$ cat src/design/asgr_pkg.sv
// Package for the ANSI SGR stream filter: sizes, attribute and handshake structs,
// palette lookup and SGR code decoding.
// Depends on nothing; used by every module of the block.
package asgr_pkg;

	localparam int MAX_SEQ = 32;
	localparam int CNT_W = 6;
	localparam int PTR_W = $clog2(MAX_SEQ);
	localparam int BUF_DEPTH = 1 << PTR_W;

	localparam logic [7:0] CH_ESC = 8'h1B;
	localparam logic [7:0] CH_BEL = 8'h07;
	localparam logic [23:0] FG_RESET = 24'hFFFFFF;

	typedef logic [PTR_W-1:0] ptr_t;

	typedef struct packed {
		logic        bold;
		logic [23:0] fg;
		logic [23:0] bg;
		logic        bg_valid;
	} attr_t;

	typedef struct packed {
		logic sel_replay;
		logic fresh_step;
		logic rd_issue;
		logic rep_step;
		logic flush;
	} cmd_t;

	typedef struct packed {
		logic emit;
		logic bad;
		logic rep_end;
		logic pend_valid;
		logic out_free;
	} status_t;

	function automatic logic [23:0] palette(input logic bright, input logic [2:0] idx);
		logic [23:0] c;
		case ({bright, idx})
			4'd0: c = 24'h000000;
			4'd1: c = 24'hCD0000;
			4'd2: c = 24'h00CD00;
			4'd3: c = 24'hCDCD00;
			4'd4: c = 24'h0000EE;
			4'd5: c = 24'hCD00CD;
			4'd6: c = 24'h00CDCD;
			4'd7: c = 24'hE5E5E5;
			4'd8: c = 24'h7F7F7F;
			4'd9: c = 24'hFF0000;
			4'd10: c = 24'h00FF00;
			4'd11: c = 24'hFFFF00;
			4'd12: c = 24'h5C5CFF;
			4'd13: c = 24'hFF00FF;
			4'd14: c = 24'h00FFFF;
			default: c = 24'hFFFFFF;
		endcase
		return c;
	endfunction

	function automatic attr_t attr_default(input logic [23:0] dflt);
		attr_t a;
		a.bold = 1'b0;
		a.fg = dflt;
		a.bg = 24'h0;
		a.bg_valid = 1'b0;
		return a;
	endfunction

	function automatic attr_t apply_code(input attr_t a, input logic [7:0] c,
		input logic [23:0] dflt);
		attr_t r;
		logic [7:0] d30;
		logic [7:0] d90;
		logic [7:0] d40;
		logic [7:0] d100;
		r = a;
		d30 = c - 8'd30;
		d90 = c - 8'd90;
		d40 = c - 8'd40;
		d100 = c - 8'd100;
		if (c == 8'd0) begin
			r = attr_default(dflt);
		end else if (c == 8'd1) begin
			r.bold = 1'b1;
		end else if (c == 8'd22) begin
			r.bold = 1'b0;
		end else if (c >= 8'd30 && c <= 8'd37) begin
			r.fg = palette(1'b0, d30[2:0]);
		end else if (c >= 8'd90 && c <= 8'd97) begin
			r.fg = palette(1'b1, d90[2:0]);
		end else if (c >= 8'd40 && c <= 8'd47) begin
			r.bg = palette(1'b0, d40[2:0]);
			r.bg_valid = 1'b1;
		end else if (c >= 8'd100 && c <= 8'd107) begin
			r.bg = palette(1'b1, d100[2:0]);
			r.bg_valid = 1'b1;
		end else if (c == 8'd39) begin
			r.fg = dflt;
		end else if (c == 8'd49) begin
			r.bg = 24'h0;
			r.bg_valid = 1'b0;
		end
		return r;
	endfunction

endpackage

$ cat src/design/asgr_ctrl.sv
// Controller of the ANSI SGR stream filter: sequences fresh bytes, replay of
// held bytes from the sequence buffer and the final flush of a replay run.
// Depends on asgr_pkg.
module asgr_ctrl (
	input  logic             clk,
	input  logic             arst_n,
	input  logic             in_valid,
	output logic             in_ready,
	input  asgr_pkg::status_t st,
	output asgr_pkg::cmd_t    cmd
);

	typedef enum logic [1:0] {
		S_IDLE,
		S_RD,
		S_EX,
		S_FLUSH
	} state_t;

	state_t state_q;
	state_t state_nx;

	always_comb begin
		cmd = '0;
		in_ready = 1'b0;
		state_nx = state_q;
		case (state_q)
			S_IDLE: begin
				in_ready = st.out_free;
				cmd.fresh_step = in_valid && st.out_free;
				if (cmd.fresh_step && st.bad) begin
					state_nx = S_RD;
				end
			end
			S_RD: begin
				cmd.rd_issue = 1'b1;
				state_nx = S_EX;
			end
			S_EX: begin
				cmd.sel_replay = 1'b1;
				if (!(st.emit && st.pend_valid && !st.out_free)) begin
					cmd.rep_step = 1'b1;
					if (st.bad) begin
						state_nx = S_RD;
					end else if (st.rep_end) begin
						state_nx = (st.pend_valid || st.emit) ? S_FLUSH : S_IDLE;
					end else begin
						state_nx = S_RD;
					end
				end
			end
			S_FLUSH: begin
				if (st.out_free) begin
					cmd.flush = 1'b1;
					state_nx = S_IDLE;
				end
			end
			default: begin
				state_nx = S_IDLE;
			end
		endcase
	end

	always_ff @(posedge clk or negedge arst_n) begin
		if (!arst_n) begin
			state_q <= S_IDLE;
		end else begin
			state_q <= state_nx;
		end
	end

endmodule

$ cat src/design/asgr_dp.sv
// Datapath of the ANSI SGR stream filter: escape parser state, attribute
// registers, circular sequence buffer, pending result and output register.
// Depends on asgr_pkg.
module asgr_dp (
	input  logic              clk,
	input  logic              arst_n,
	input  asgr_pkg::cmd_t     cmd,
	output asgr_pkg::status_t  st,
	input  logic [23:0]       default_fg,
	input  logic [7:0]        in_byte,
	output logic              out_valid,
	input  logic              out_ready,
	output logic [7:0]        out_char,
	output logic              is_bold,
	output logic [23:0]       fg_rgb,
	output logic [23:0]       bg_rgb,
	output logic              bg_set,
	output logic              last
);

	typedef enum logic [2:0] {
		M_GROUND,
		M_ESC,
		M_CSI,
		M_OSC,
		M_OSC_ST,
		M_CHARSET
	} mode_t;

	mode_t                            mode_q;
	logic [asgr_pkg::CNT_W-1:0]       cnt_q;
	logic [7:0]                       acc_q;
	logic                             seen_q;
	logic                             anyp_q;
	logic                             quest_q;
	asgr_pkg::attr_t                  cur_q;
	asgr_pkg::attr_t                  sh_q;
	asgr_pkg::ptr_t                   base_q;
	asgr_pkg::ptr_t                   end_q;
	asgr_pkg::ptr_t                   rd_ptr_q;
	logic [7:0]                       rd_data_q;
	logic [7:0]                       mem_q [asgr_pkg::BUF_DEPTH];
	logic                             pend_valid_q;
	logic [7:0]                       pend_char_q;
	asgr_pkg::attr_t                  pend_attr_q;
	logic                             out_valid_q;
	logic [7:0]                       out_char_q;
	asgr_pkg::attr_t                  out_attr_q;
	logic                             out_last_q;

	logic [7:0]                 b;
	mode_t                      mode_nx;
	logic [asgr_pkg::CNT_W-1:0] cnt_nx;
	logic [7:0]                 acc_nx;
	logic                       seen_nx;
	logic                       anyp_nx;
	logic                       quest_nx;
	asgr_pkg::attr_t            cur_nx;
	asgr_pkg::attr_t            sh_nx;
	asgr_pkg::attr_t            sh_fin;
	logic                       emit;
	logic                       bad;
	logic                       hold;
	logic                       esc_start;
	logic                       hold_ok;
	logic                       is_digit;
	logic                       is_letter;
	logic [11:0]                acc_wide;
	logic                       step;
	logic                       out_free;
	asgr_pkg::ptr_t             wr_ptr;

	assign b = cmd.sel_replay ? rd_data_q : in_byte;
	assign hold_ok = cnt_q < asgr_pkg::CNT_W'(asgr_pkg::MAX_SEQ - 1);
	assign is_digit = (b >= "0") && (b <= "9");
	assign is_letter = ((b >= "A") && (b <= "Z")) || ((b >= "a") && (b <= "z"));
	assign acc_wide = {1'b0, acc_q, 3'b000} + {3'b000, acc_q, 1'b0} + {8'h00, b[3:0]};
	assign step = cmd.fresh_step || cmd.rep_step;
	assign out_free = !out_valid_q || out_ready;
	assign wr_ptr = base_q + asgr_pkg::PTR_W'(cnt_q);

	always_comb begin
		mode_nx = mode_q;
		cnt_nx = cnt_q;
		acc_nx = acc_q;
		seen_nx = seen_q;
		anyp_nx = anyp_q;
		quest_nx = quest_q;
		cur_nx = cur_q;
		sh_nx = sh_q;
		sh_fin = sh_q;
		emit = 1'b0;
		bad = 1'b0;
		hold = 1'b0;
		esc_start = 1'b0;
		case (mode_q)
			M_ESC: begin
				if (b == "[") begin
					if (!hold_ok) begin
						bad = 1'b1;
					end else begin
						hold = 1'b1;
						mode_nx = M_CSI;
						sh_nx = cur_q;
						acc_nx = 8'h00;
						seen_nx = 1'b0;
						anyp_nx = 1'b0;
						quest_nx = 1'b0;
					end
				end else if (b == "]") begin
					if (!hold_ok) begin
						bad = 1'b1;
					end else begin
						hold = 1'b1;
						mode_nx = M_OSC;
					end
				end else if (b == "(" || b == ")") begin
					if (!hold_ok) begin
						bad = 1'b1;
					end else begin
						hold = 1'b1;
						mode_nx = M_CHARSET;
					end
				end else if (b == "=" || b == ">") begin
					mode_nx = M_GROUND;
					cnt_nx = '0;
				end else begin
					bad = 1'b1;
				end
			end
			M_CSI: begin
				if (is_digit || b == ";" || b == "?") begin
					if (!hold_ok) begin
						bad = 1'b1;
					end else begin
						hold = 1'b1;
						anyp_nx = 1'b1;
						if (b == ";" || b == "?") begin
							if (b == "?") begin
								quest_nx = 1'b1;
							end
							if (seen_q) begin
								sh_nx = asgr_pkg::apply_code(sh_q, acc_q, default_fg);
							end
							acc_nx = 8'h00;
							seen_nx = 1'b0;
						end else begin
							acc_nx = (acc_wide > 12'd255) ? 8'hFF : acc_wide[7:0];
							seen_nx = 1'b1;
						end
					end
				end else if (b == "m") begin
					if (quest_q) begin
						bad = 1'b1;
					end else begin
						if (seen_q) begin
							sh_fin = asgr_pkg::apply_code(sh_q, acc_q, default_fg);
						end
						if (!anyp_q) begin
							sh_fin = asgr_pkg::attr_default(default_fg);
						end
						sh_nx = sh_fin;
						cur_nx = sh_fin;
						acc_nx = 8'h00;
						seen_nx = 1'b0;
						mode_nx = M_GROUND;
						cnt_nx = '0;
					end
				end else if (is_letter) begin
					mode_nx = M_GROUND;
					cnt_nx = '0;
				end else begin
					bad = 1'b1;
				end
			end
			M_OSC: begin
				if (b == asgr_pkg::CH_BEL) begin
					mode_nx = M_GROUND;
					cnt_nx = '0;
				end else if (!hold_ok) begin
					bad = 1'b1;
				end else begin
					hold = 1'b1;
					if (b == asgr_pkg::CH_ESC) begin
						mode_nx = M_OSC_ST;
					end
				end
			end
			M_OSC_ST: begin
				if (b == "\\") begin
					mode_nx = M_GROUND;
					cnt_nx = '0;
				end else begin
					bad = 1'b1;
				end
			end
			M_CHARSET: begin
				if (is_letter || is_digit) begin
					mode_nx = M_GROUND;
					cnt_nx = '0;
				end else begin
					bad = 1'b1;
				end
			end
			default: begin
				mode_nx = M_GROUND;
				if (b == asgr_pkg::CH_ESC) begin
					esc_start = 1'b1;
					mode_nx = M_ESC;
					cnt_nx = asgr_pkg::CNT_W'(1);
				end else if (b <= 8'h08 || b == 8'h0B || b == 8'h0C ||
					(b >= 8'h0E && b <= 8'h1F)) begin
					emit = 1'b0;
				end else begin
					emit = 1'b1;
				end
			end
		endcase
		if (hold) begin
			cnt_nx = cnt_q + asgr_pkg::CNT_W'(1);
		end
		if (bad) begin
			mode_nx = M_GROUND;
			cnt_nx = '0;
		end
	end

	assign st.emit = emit;
	assign st.bad = bad;
	assign st.rep_end = (rd_ptr_q == end_q);
	assign st.pend_valid = pend_valid_q;
	assign st.out_free = out_free;

	always_ff @(posedge clk or negedge arst_n) begin
		if (!arst_n) begin
			mode_q <= M_GROUND;
			cnt_q <= '0;
			acc_q <= 8'h00;
			seen_q <= 1'b0;
			anyp_q <= 1'b0;
			quest_q <= 1'b0;
			cur_q <= asgr_pkg::attr_default(asgr_pkg::FG_RESET);
			sh_q <= '0;
			base_q <= '0;
			end_q <= '0;
			rd_ptr_q <= '0;
		end else if (step) begin
			mode_q <= mode_nx;
			cnt_q <= cnt_nx;
			acc_q <= acc_nx;
			seen_q <= seen_nx;
			anyp_q <= anyp_nx;
			quest_q <= quest_nx;
			cur_q <= cur_nx;
			sh_q <= sh_nx;
			if (cmd.rep_step) begin
				if (esc_start) begin
					base_q <= rd_ptr_q;
				end
				rd_ptr_q <= bad ? (base_q + asgr_pkg::PTR_W'(1)) :
					(rd_ptr_q + asgr_pkg::PTR_W'(1));
			end else if (bad) begin
				rd_ptr_q <= base_q + asgr_pkg::PTR_W'(1);
				end_q <= wr_ptr;
			end
		end
	end

	always_ff @(posedge clk) begin
		if (cmd.fresh_step && (hold || bad || esc_start)) begin
			mem_q[wr_ptr] <= b;
		end
		if (cmd.rd_issue) begin
			rd_data_q <= mem_q[rd_ptr_q];
		end
	end

	always_ff @(posedge clk or negedge arst_n) begin
		if (!arst_n) begin
			out_valid_q <= 1'b0;
			pend_valid_q <= 1'b0;
		end else begin
			if (cmd.fresh_step && emit) begin
				out_valid_q <= 1'b1;
			end else if (cmd.rep_step && emit && pend_valid_q) begin
				out_valid_q <= 1'b1;
			end else if (cmd.flush) begin
				out_valid_q <= 1'b1;
			end else if (out_ready) begin
				out_valid_q <= 1'b0;
			end
			if (cmd.rep_step && emit) begin
				pend_valid_q <= 1'b1;
			end else if (cmd.flush) begin
				pend_valid_q <= 1'b0;
			end
		end
	end

	always_ff @(posedge clk) begin
		if (cmd.fresh_step && emit) begin
			out_char_q <= b;
			out_attr_q <= cur_q;
			out_last_q <= 1'b1;
		end else if ((cmd.rep_step && emit && pend_valid_q) || cmd.flush) begin
			out_char_q <= pend_char_q;
			out_attr_q <= pend_attr_q;
			out_last_q <= cmd.flush;
		end
		if (cmd.rep_step && emit) begin
			pend_char_q <= b;
			pend_attr_q <= cur_q;
		end
	end

	assign out_valid = out_valid_q;
	assign out_char = out_char_q;
	assign is_bold = out_attr_q.bold;
	assign fg_rgb = out_attr_q.fg;
	assign bg_rgb = out_attr_q.bg_valid ? out_attr_q.bg : 24'h0;
	assign bg_set = out_attr_q.bg_valid;
	assign last = out_last_q;

endmodule

$ cat src/design/ansi_sgr_stream_filter_unit.sv
// Top level of the ANSI SGR stream filter: one byte of text becomes its result in the cycle
// after acceptance, and a new byte is accepted in every cycle the output register is free
// while no replay run is active. A malformed or overlong escape sequence replays its held
// bytes one at a time via a registered sequence buffer read, then flushes the last result.
// Asynchronous active-low reset returns to ground text mode with default attributes;
// the sequence buffer is not cleared and needs no clearing pass.
module ansi_sgr_stream_filter_unit (
	input  logic        clk,
	input  logic        arst_n,
	input  logic        psel,
	input  logic        penable,
	input  logic        pwrite,
	input  logic [2:0]  paddr,
	input  logic [31:0] pwdata,
	output logic [31:0] prdata,
	output logic        pready,
	input  logic        in_valid,
	output logic        in_ready,
	input  logic [7:0]  in_byte,
	output logic        out_valid,
	input  logic        out_ready,
	output logic [7:0]  out_char,
	output logic        is_bold,
	output logic [23:0] fg_rgb,
	output logic [23:0] bg_rgb,
	output logic        bg_set,
	output logic        last
);

	logic [23:0]       default_fg_q;
	asgr_pkg::cmd_t    cmd;
	asgr_pkg::status_t st;

	assign pready = 1'b1;
	assign prdata = (paddr[2] == 1'b0) ? {8'h00, default_fg_q} : 32'h0;

	always_ff @(posedge clk or negedge arst_n) begin
		if (!arst_n) begin
			default_fg_q <= asgr_pkg::FG_RESET;
		end else if (psel && penable && pwrite && (paddr[2] == 1'b0)) begin
			default_fg_q <= pwdata[23:0];
		end
	end

	asgr_ctrl u_ctrl (
		.clk      (clk),
		.arst_n   (arst_n),
		.in_valid (in_valid),
		.in_ready (in_ready),
		.st       (st),
		.cmd      (cmd)
	);

	asgr_dp u_dp (
		.clk        (clk),
		.arst_n     (arst_n),
		.cmd        (cmd),
		.st         (st),
		.default_fg (default_fg_q),
		.in_byte    (in_byte),
		.out_valid  (out_valid),
		.out_ready  (out_ready),
		.out_char   (out_char),
		.is_bold    (is_bold),
		.fg_rgb     (fg_rgb),
		.bg_rgb     (bg_rgb),
		.bg_set     (bg_set),
		.last       (last)
	);

`ifndef SYNTHESIS
	a_ready_needs_slot: assert property (@(posedge clk) disable iff (!arst_n)
		in_ready |-> (!out_valid || out_ready))
		else $error("input taken while the output register is blocked");

	a_flush_is_last: assert property (@(posedge clk) disable iff (!arst_n)
		cmd.flush |=> (out_valid && last))
		else $error("flushed result not marked as last");

	a_no_step_overlap: assert property (@(posedge clk) disable iff (!arst_n)
		!(cmd.fresh_step && (cmd.rep_step || cmd.rd_issue || cmd.flush)))
		else $error("fresh byte accepted during a replay run");

	a_bg_masked: assert property (@(posedge clk) disable iff (!arst_n)
		(out_valid && !bg_set) |-> (bg_rgb == 24'h0))
		else $error("background color shown without a background");
`endif

endmodule

$ cat config.mk
export PLATFORM = sky130hd
export DESIGN_NAME = ansi_sgr_stream_filter_unit
export DESIGN_NICKNAME = d
export VERILOG_FILES = /design/src/design/asgr_pkg.sv /design/src/design/asgr_ctrl.sv /design/src/design/asgr_dp.sv /design/src/design/ansi_sgr_stream_filter_unit.sv
export SDC_FILE = /design/constraint.sdc
export NUM_CORES = 1
export LEC_CHECK = 0
export BUFFER_PORTS_ARGS = -buffer_cell sky130_fd_sc_hd__clkbuf_2
export CORE_MARGIN = 1
export CORE_UTILIZATION = 37
export DETAILED_ROUTE_END_ITERATION = 16
export HOLD_SLACK_MARGIN = 0.08
export PLACE_DENSITY_LB_ADDON = 0.2
export SKIP_CTS_REPAIR_TIMING = 1
export SYNTH_ARGS = -nofsm -noshare
export SYNTH_HDL_FRONTEND = slang
export SYNTH_SLANG_ARGS = --single-unit
$ cat constraint.sdc
create_clock -name clk -period 8.3 [get_ports clk]
set_input_delay 1.66 -clock clk [delete_from_list [all_inputs] [get_ports clk]]
set_output_delay 1.66 -clock clk [all_outputs]
set_load 0.02 [all_outputs]
==> key figures <==
Logic synthesis
  – Register area share after synthesis: between 50 and 60%
  – Synthesized area: 26000 um^2
  – Unique masters post-synth: 96
  – Synth Warn #: 0
  – Async SR Flop Fraction: between 20% and 30%
  – Predominant post-synthesis flop cell: edfxtp_1
  – FF+latch count, synth: roughly 540
  – Mapped Cells: between 1.5k and 2k
  – Syn Area/Cell: between 10 and 15 um^2
  – Post-synth EDFFs: between 300 and 400

Pwr
  – Net switching power: ~2.8 mW
  – Part of the power in registers: 43.7%
  – Pint: ~6 mW
  – Peak supply drop: ~0.00018 V
  – Sw frac: around a third
  – Pwr/cell area: a little under 300 nW/um^2
  – Lkg Pwr: about 10 nW
  – Logic pwr share: approximately 26%
  – Share of power burned in the clock network: between 30% and 40%

Global route
  – Initial antenna violation count: 4
  – Number of global-route vias before repair: between 15k and 20k
  – Gr ovfl total: 0
  – Total GRT Usage: 19.0%
  – Largest net degree at the start of global routing: between 90 and 100
  – First-pass GRT wire length: 104000 um

Worst hold path
  – WHS Endpoint: u_dp.last
  – Worst Hold Depth: 2
  – HP Start: u_dp.last
  – Worst Hold Class: reg2reg

Critical path
  – Reg2reg end: u_dp.sh_q[11]
  – Buf/Inv on CP: 1
  – R2r setup slk: 2.66 ns
  – Critical path startpoint category: flop
  – Critical Path Sink Type: flop
  – Worst r2r src: u_dp.acc_q[1]
  – CP cell instances: inv_1 > ha_1 > or3b_2 > a21o_1 > o21ai_1 > nor4_1 > a21oi_1 > or2_1 > a41o_1 > o2bb2ai_1
  – R2R depth: 10
  – CP max FO: 27
  – CP top delay family: compound AO/OA/AOI/OAI gates
  – Req. time, crit path: just under 9 ns
  – CP peak stage delay: 0.96 ns
  – Crit-path slowest cell: or2_1
  – Critical path class: reg2reg
  – Crit path DAT: about 6.2 ns

Status
  – Outcome: finished, final reports clean

CTS
  – Root Buffer: clkbuf_16
  – Max clock buf depth: 3
  – Number of H-tree levels: 2
  – CTS tree: done
  – Clock slew at reported path FFs: 0.06 ns
  – Sink Count: 544
  – Total clock buffers created by CTS: 57
  – Clk_lat worst skew: approximately 0.66 ns

Routing
  – DR WL/cell: 22.5 um
  – DRC viols: 0
  – Drt first pass iters: 5
  – Via density: around 5.6
  – Post-Route WL: about 68000 um
  – Iter 0 DRT Violations: about 1.6k
  – Vias: ~17k
  – Final ANT Viol Nets: 0

Die
  – Die extent in y: 267 um
  – Total die area: between 70000 and 80000 um^2
  – Die width: between 200 and 300 um
  – Initial Utilization: 37.7%
  – Num ports: 144
  – Cell row count: 96
  – Core box area: 69100 um^2

STA
  – Worst slew pin tran: approximately 1.3 ns
  – Slew Limit Fails: 0
  – Endpoints failing hold: 0
  – Tcrit/Tclk final: 68.0%
  – Max_slew headroom: between 10% and 20%
  – Final Setup Violations: 0
  – Skew final: around 0.052 ns
  – Max frequency: 177 MHz
  – Tmin final: ~5.6 ns
  – Total negative slack: 0 ns
  – Final hold slack: about 0.48 ns
  – RSZ-0062 raised after global routing: no

Layout
  – Most frequent cells in the layout: 380 x edfxtp_1, 178 x nand2_1, 128 x nor2_1
  – Share of layout cells above drive strength 1: about a quarter
  – NumNets Final: about 2.1k
  – Fill count: 6281
  – Most common cell after layout, fill and taps aside: edfxtp_1
  – Finished Cell Area: 29300 um^2
  – Number of diodes: 0
  – Area Overhead vs Synth: 12.5%
  – Util after Layout: 42.4%
  – Finished Layout Cells: 3014

Place
  – Global placement routability congestion: between 0.8 and 0.9
  – DP Cell Count: 2906
  – Detailed placement HPWL: 44200 um
  – Number of port buffers: around 120
  – Area post-placement: 27300 um^2

Job
  – Max-Cap Viols: 0
-- registers in the layout (all words and copies together) (netlist names), 6 cells and up --
signal and flops:
u_dp.pend_char_q 8, u_dp.pend_attr_q 50, u_dp.acc_q 8, u_dp.out_attr_q 24
u_dp.rd_data_q 8, u_dp.mem_q 256, u_dp.out_char 8, u_dp.cnt_q 6
default_fg_q 24, u_dp.cur_q 50, u_dp.sh_q 50, u_dp.fg_rgb 24
-- worst reg2reg max path: stages, from the launching register on --
cell       delay (ns)
dfrtp_1          0.63
inv_1            0.36
ha_1             0.44
or3b_2           0.50
a21o_1           0.32
o21ai_1          0.80
nor4_1           0.19
a21oi_1          0.19
or2_1            0.96
a41o_1           0.95
o2bb2ai_1        0.20
-- power by group through the flow --
stage / logic (mW) / clock network, mW / registers [mW]
2_1_floorplan: 1.69 / 0 / 3.66
3_3_place_gp: 2.21 / 0 / 3.82
3_5_place_dp: 2.24 / 0 / 3.83
4_1_cts: 2.25 / 2.72 / 3.78
5_1_grt: 2.41 / 2.82 / 3.82
6_report: 2.21 / 2.66 / 3.78
-- logic make-up after synthesis --
group	synth area share, %
AOI/OAI and AO/OA	12.7
muxes	12.5
buffers and inverters	3.31
xor gates and xnor gates	0.639
DFF	59.8
and+or+nand+nor	9.33
adders and majority gates	1.67
other	0.0288
-- Yosys cell counts, types with 11 or more instances --
| master | n | area [um^2] |
|---|---|---|
| o22ai_1 | 23 | 144 |
| o31ai_1 | 13 | 97.6 |
| o21ai_0 | 104 | 521 |
| o2bb2ai_1 | 24 | 210 |
| mux2i_1 | 36 | 360 |
| o211ai_1 | 20 | 150 |
| and2_1 | 33 | 206 |
| a21oi_1 | 85 | 425 |
| mux2_2 | 90 | 1010 |
| nand2_1 | 178 | 668 |
| a21o_1 | 17 | 128 |
| a2bb2oi_1 | 14 | 123 |
| ha_1 | 30 | 375 |
| a211oi_1 | 11 | 82.6 |
| buf_4 | 35 | 263 |
| edfxtp_1 | 380 | 11400 |
| a22oi_1 | 20 | 150 |
| mux4_2 | 80 | 1800 |
| nand3_1 | 27 | 135 |
| dfrtp_1 | 115 | 2880 |
| nor3_1 | 24 | 120 |
| nor2b_1 | 41 | 257 |
| a31oi_1 | 17 | 106 |
| dfstp_2 | 48 | 1260 |
| nor2_1 | 130 | 488 |
| clkbuf_1 | 88 | 330 |
| inv_1 | 28 | 105 |
| xnor2_1 | 11 | 96.3 |
| buf_2 | 19 | 95.1 |
-- layout make-up --
type                       count  area (um^2)  area share (%)
multi-input combinational   1254         9670            33.0
clock inverter                28          364            1.24
timing repair buffer         147          800            2.73
inverter                      30          113           0.384
clock buffer                  80         1610            5.50
sequential                   544        15600            53.2
tap                          931         1160            3.98
-- how the worst max path moves through the flow --
stage	from	endpoint	slack [ns]	depth (start not counted)
4_1_cts	u_dp.acc_q[1]	u_dp.sh_q[19]	2.77	10
3_3_place_gp	in_byte[1]	u_dp.pend_attr_q[0]	2.65	8
5_1_grt	u_dp.acc_q[0]	u_dp.sh_q[19]	2.43	10
6_report	u_dp.acc_q[1]	u_dp.sh_q[11]	2.66	10
3_5_place_dp	in_byte[1]	u_dp.pend_attr_q[0]	2.56	8
2_1_floorplan	in_byte[1]	u_dp.pend_attr_q[0]	2.32	6
-- layer usage --
metal | track usage, % | wire length, um | vias to the layer above
li1 | - | - | 7696
met1 | 27.2 | 30600 | 8554
met2 | 29.4 | 31100 | 577
met3 | 3.46 | 4480 | 112
met4 | 5.48 | 1540 | 8
met5 | 0 | 50 | -
-- stage by stage --
step | power [mW] | setup WS, ns
final | 8.65 | 2.66
after global routing | 9.05 | 2.43
after CTS | 8.75 | 2.77
after detailed placement | 6.07 | 2.56
after global placement | 6.02 | 2.65
after floorplan | 5.36 | 2.32
No activity file was read; power rests on OpenSTA's default activity.
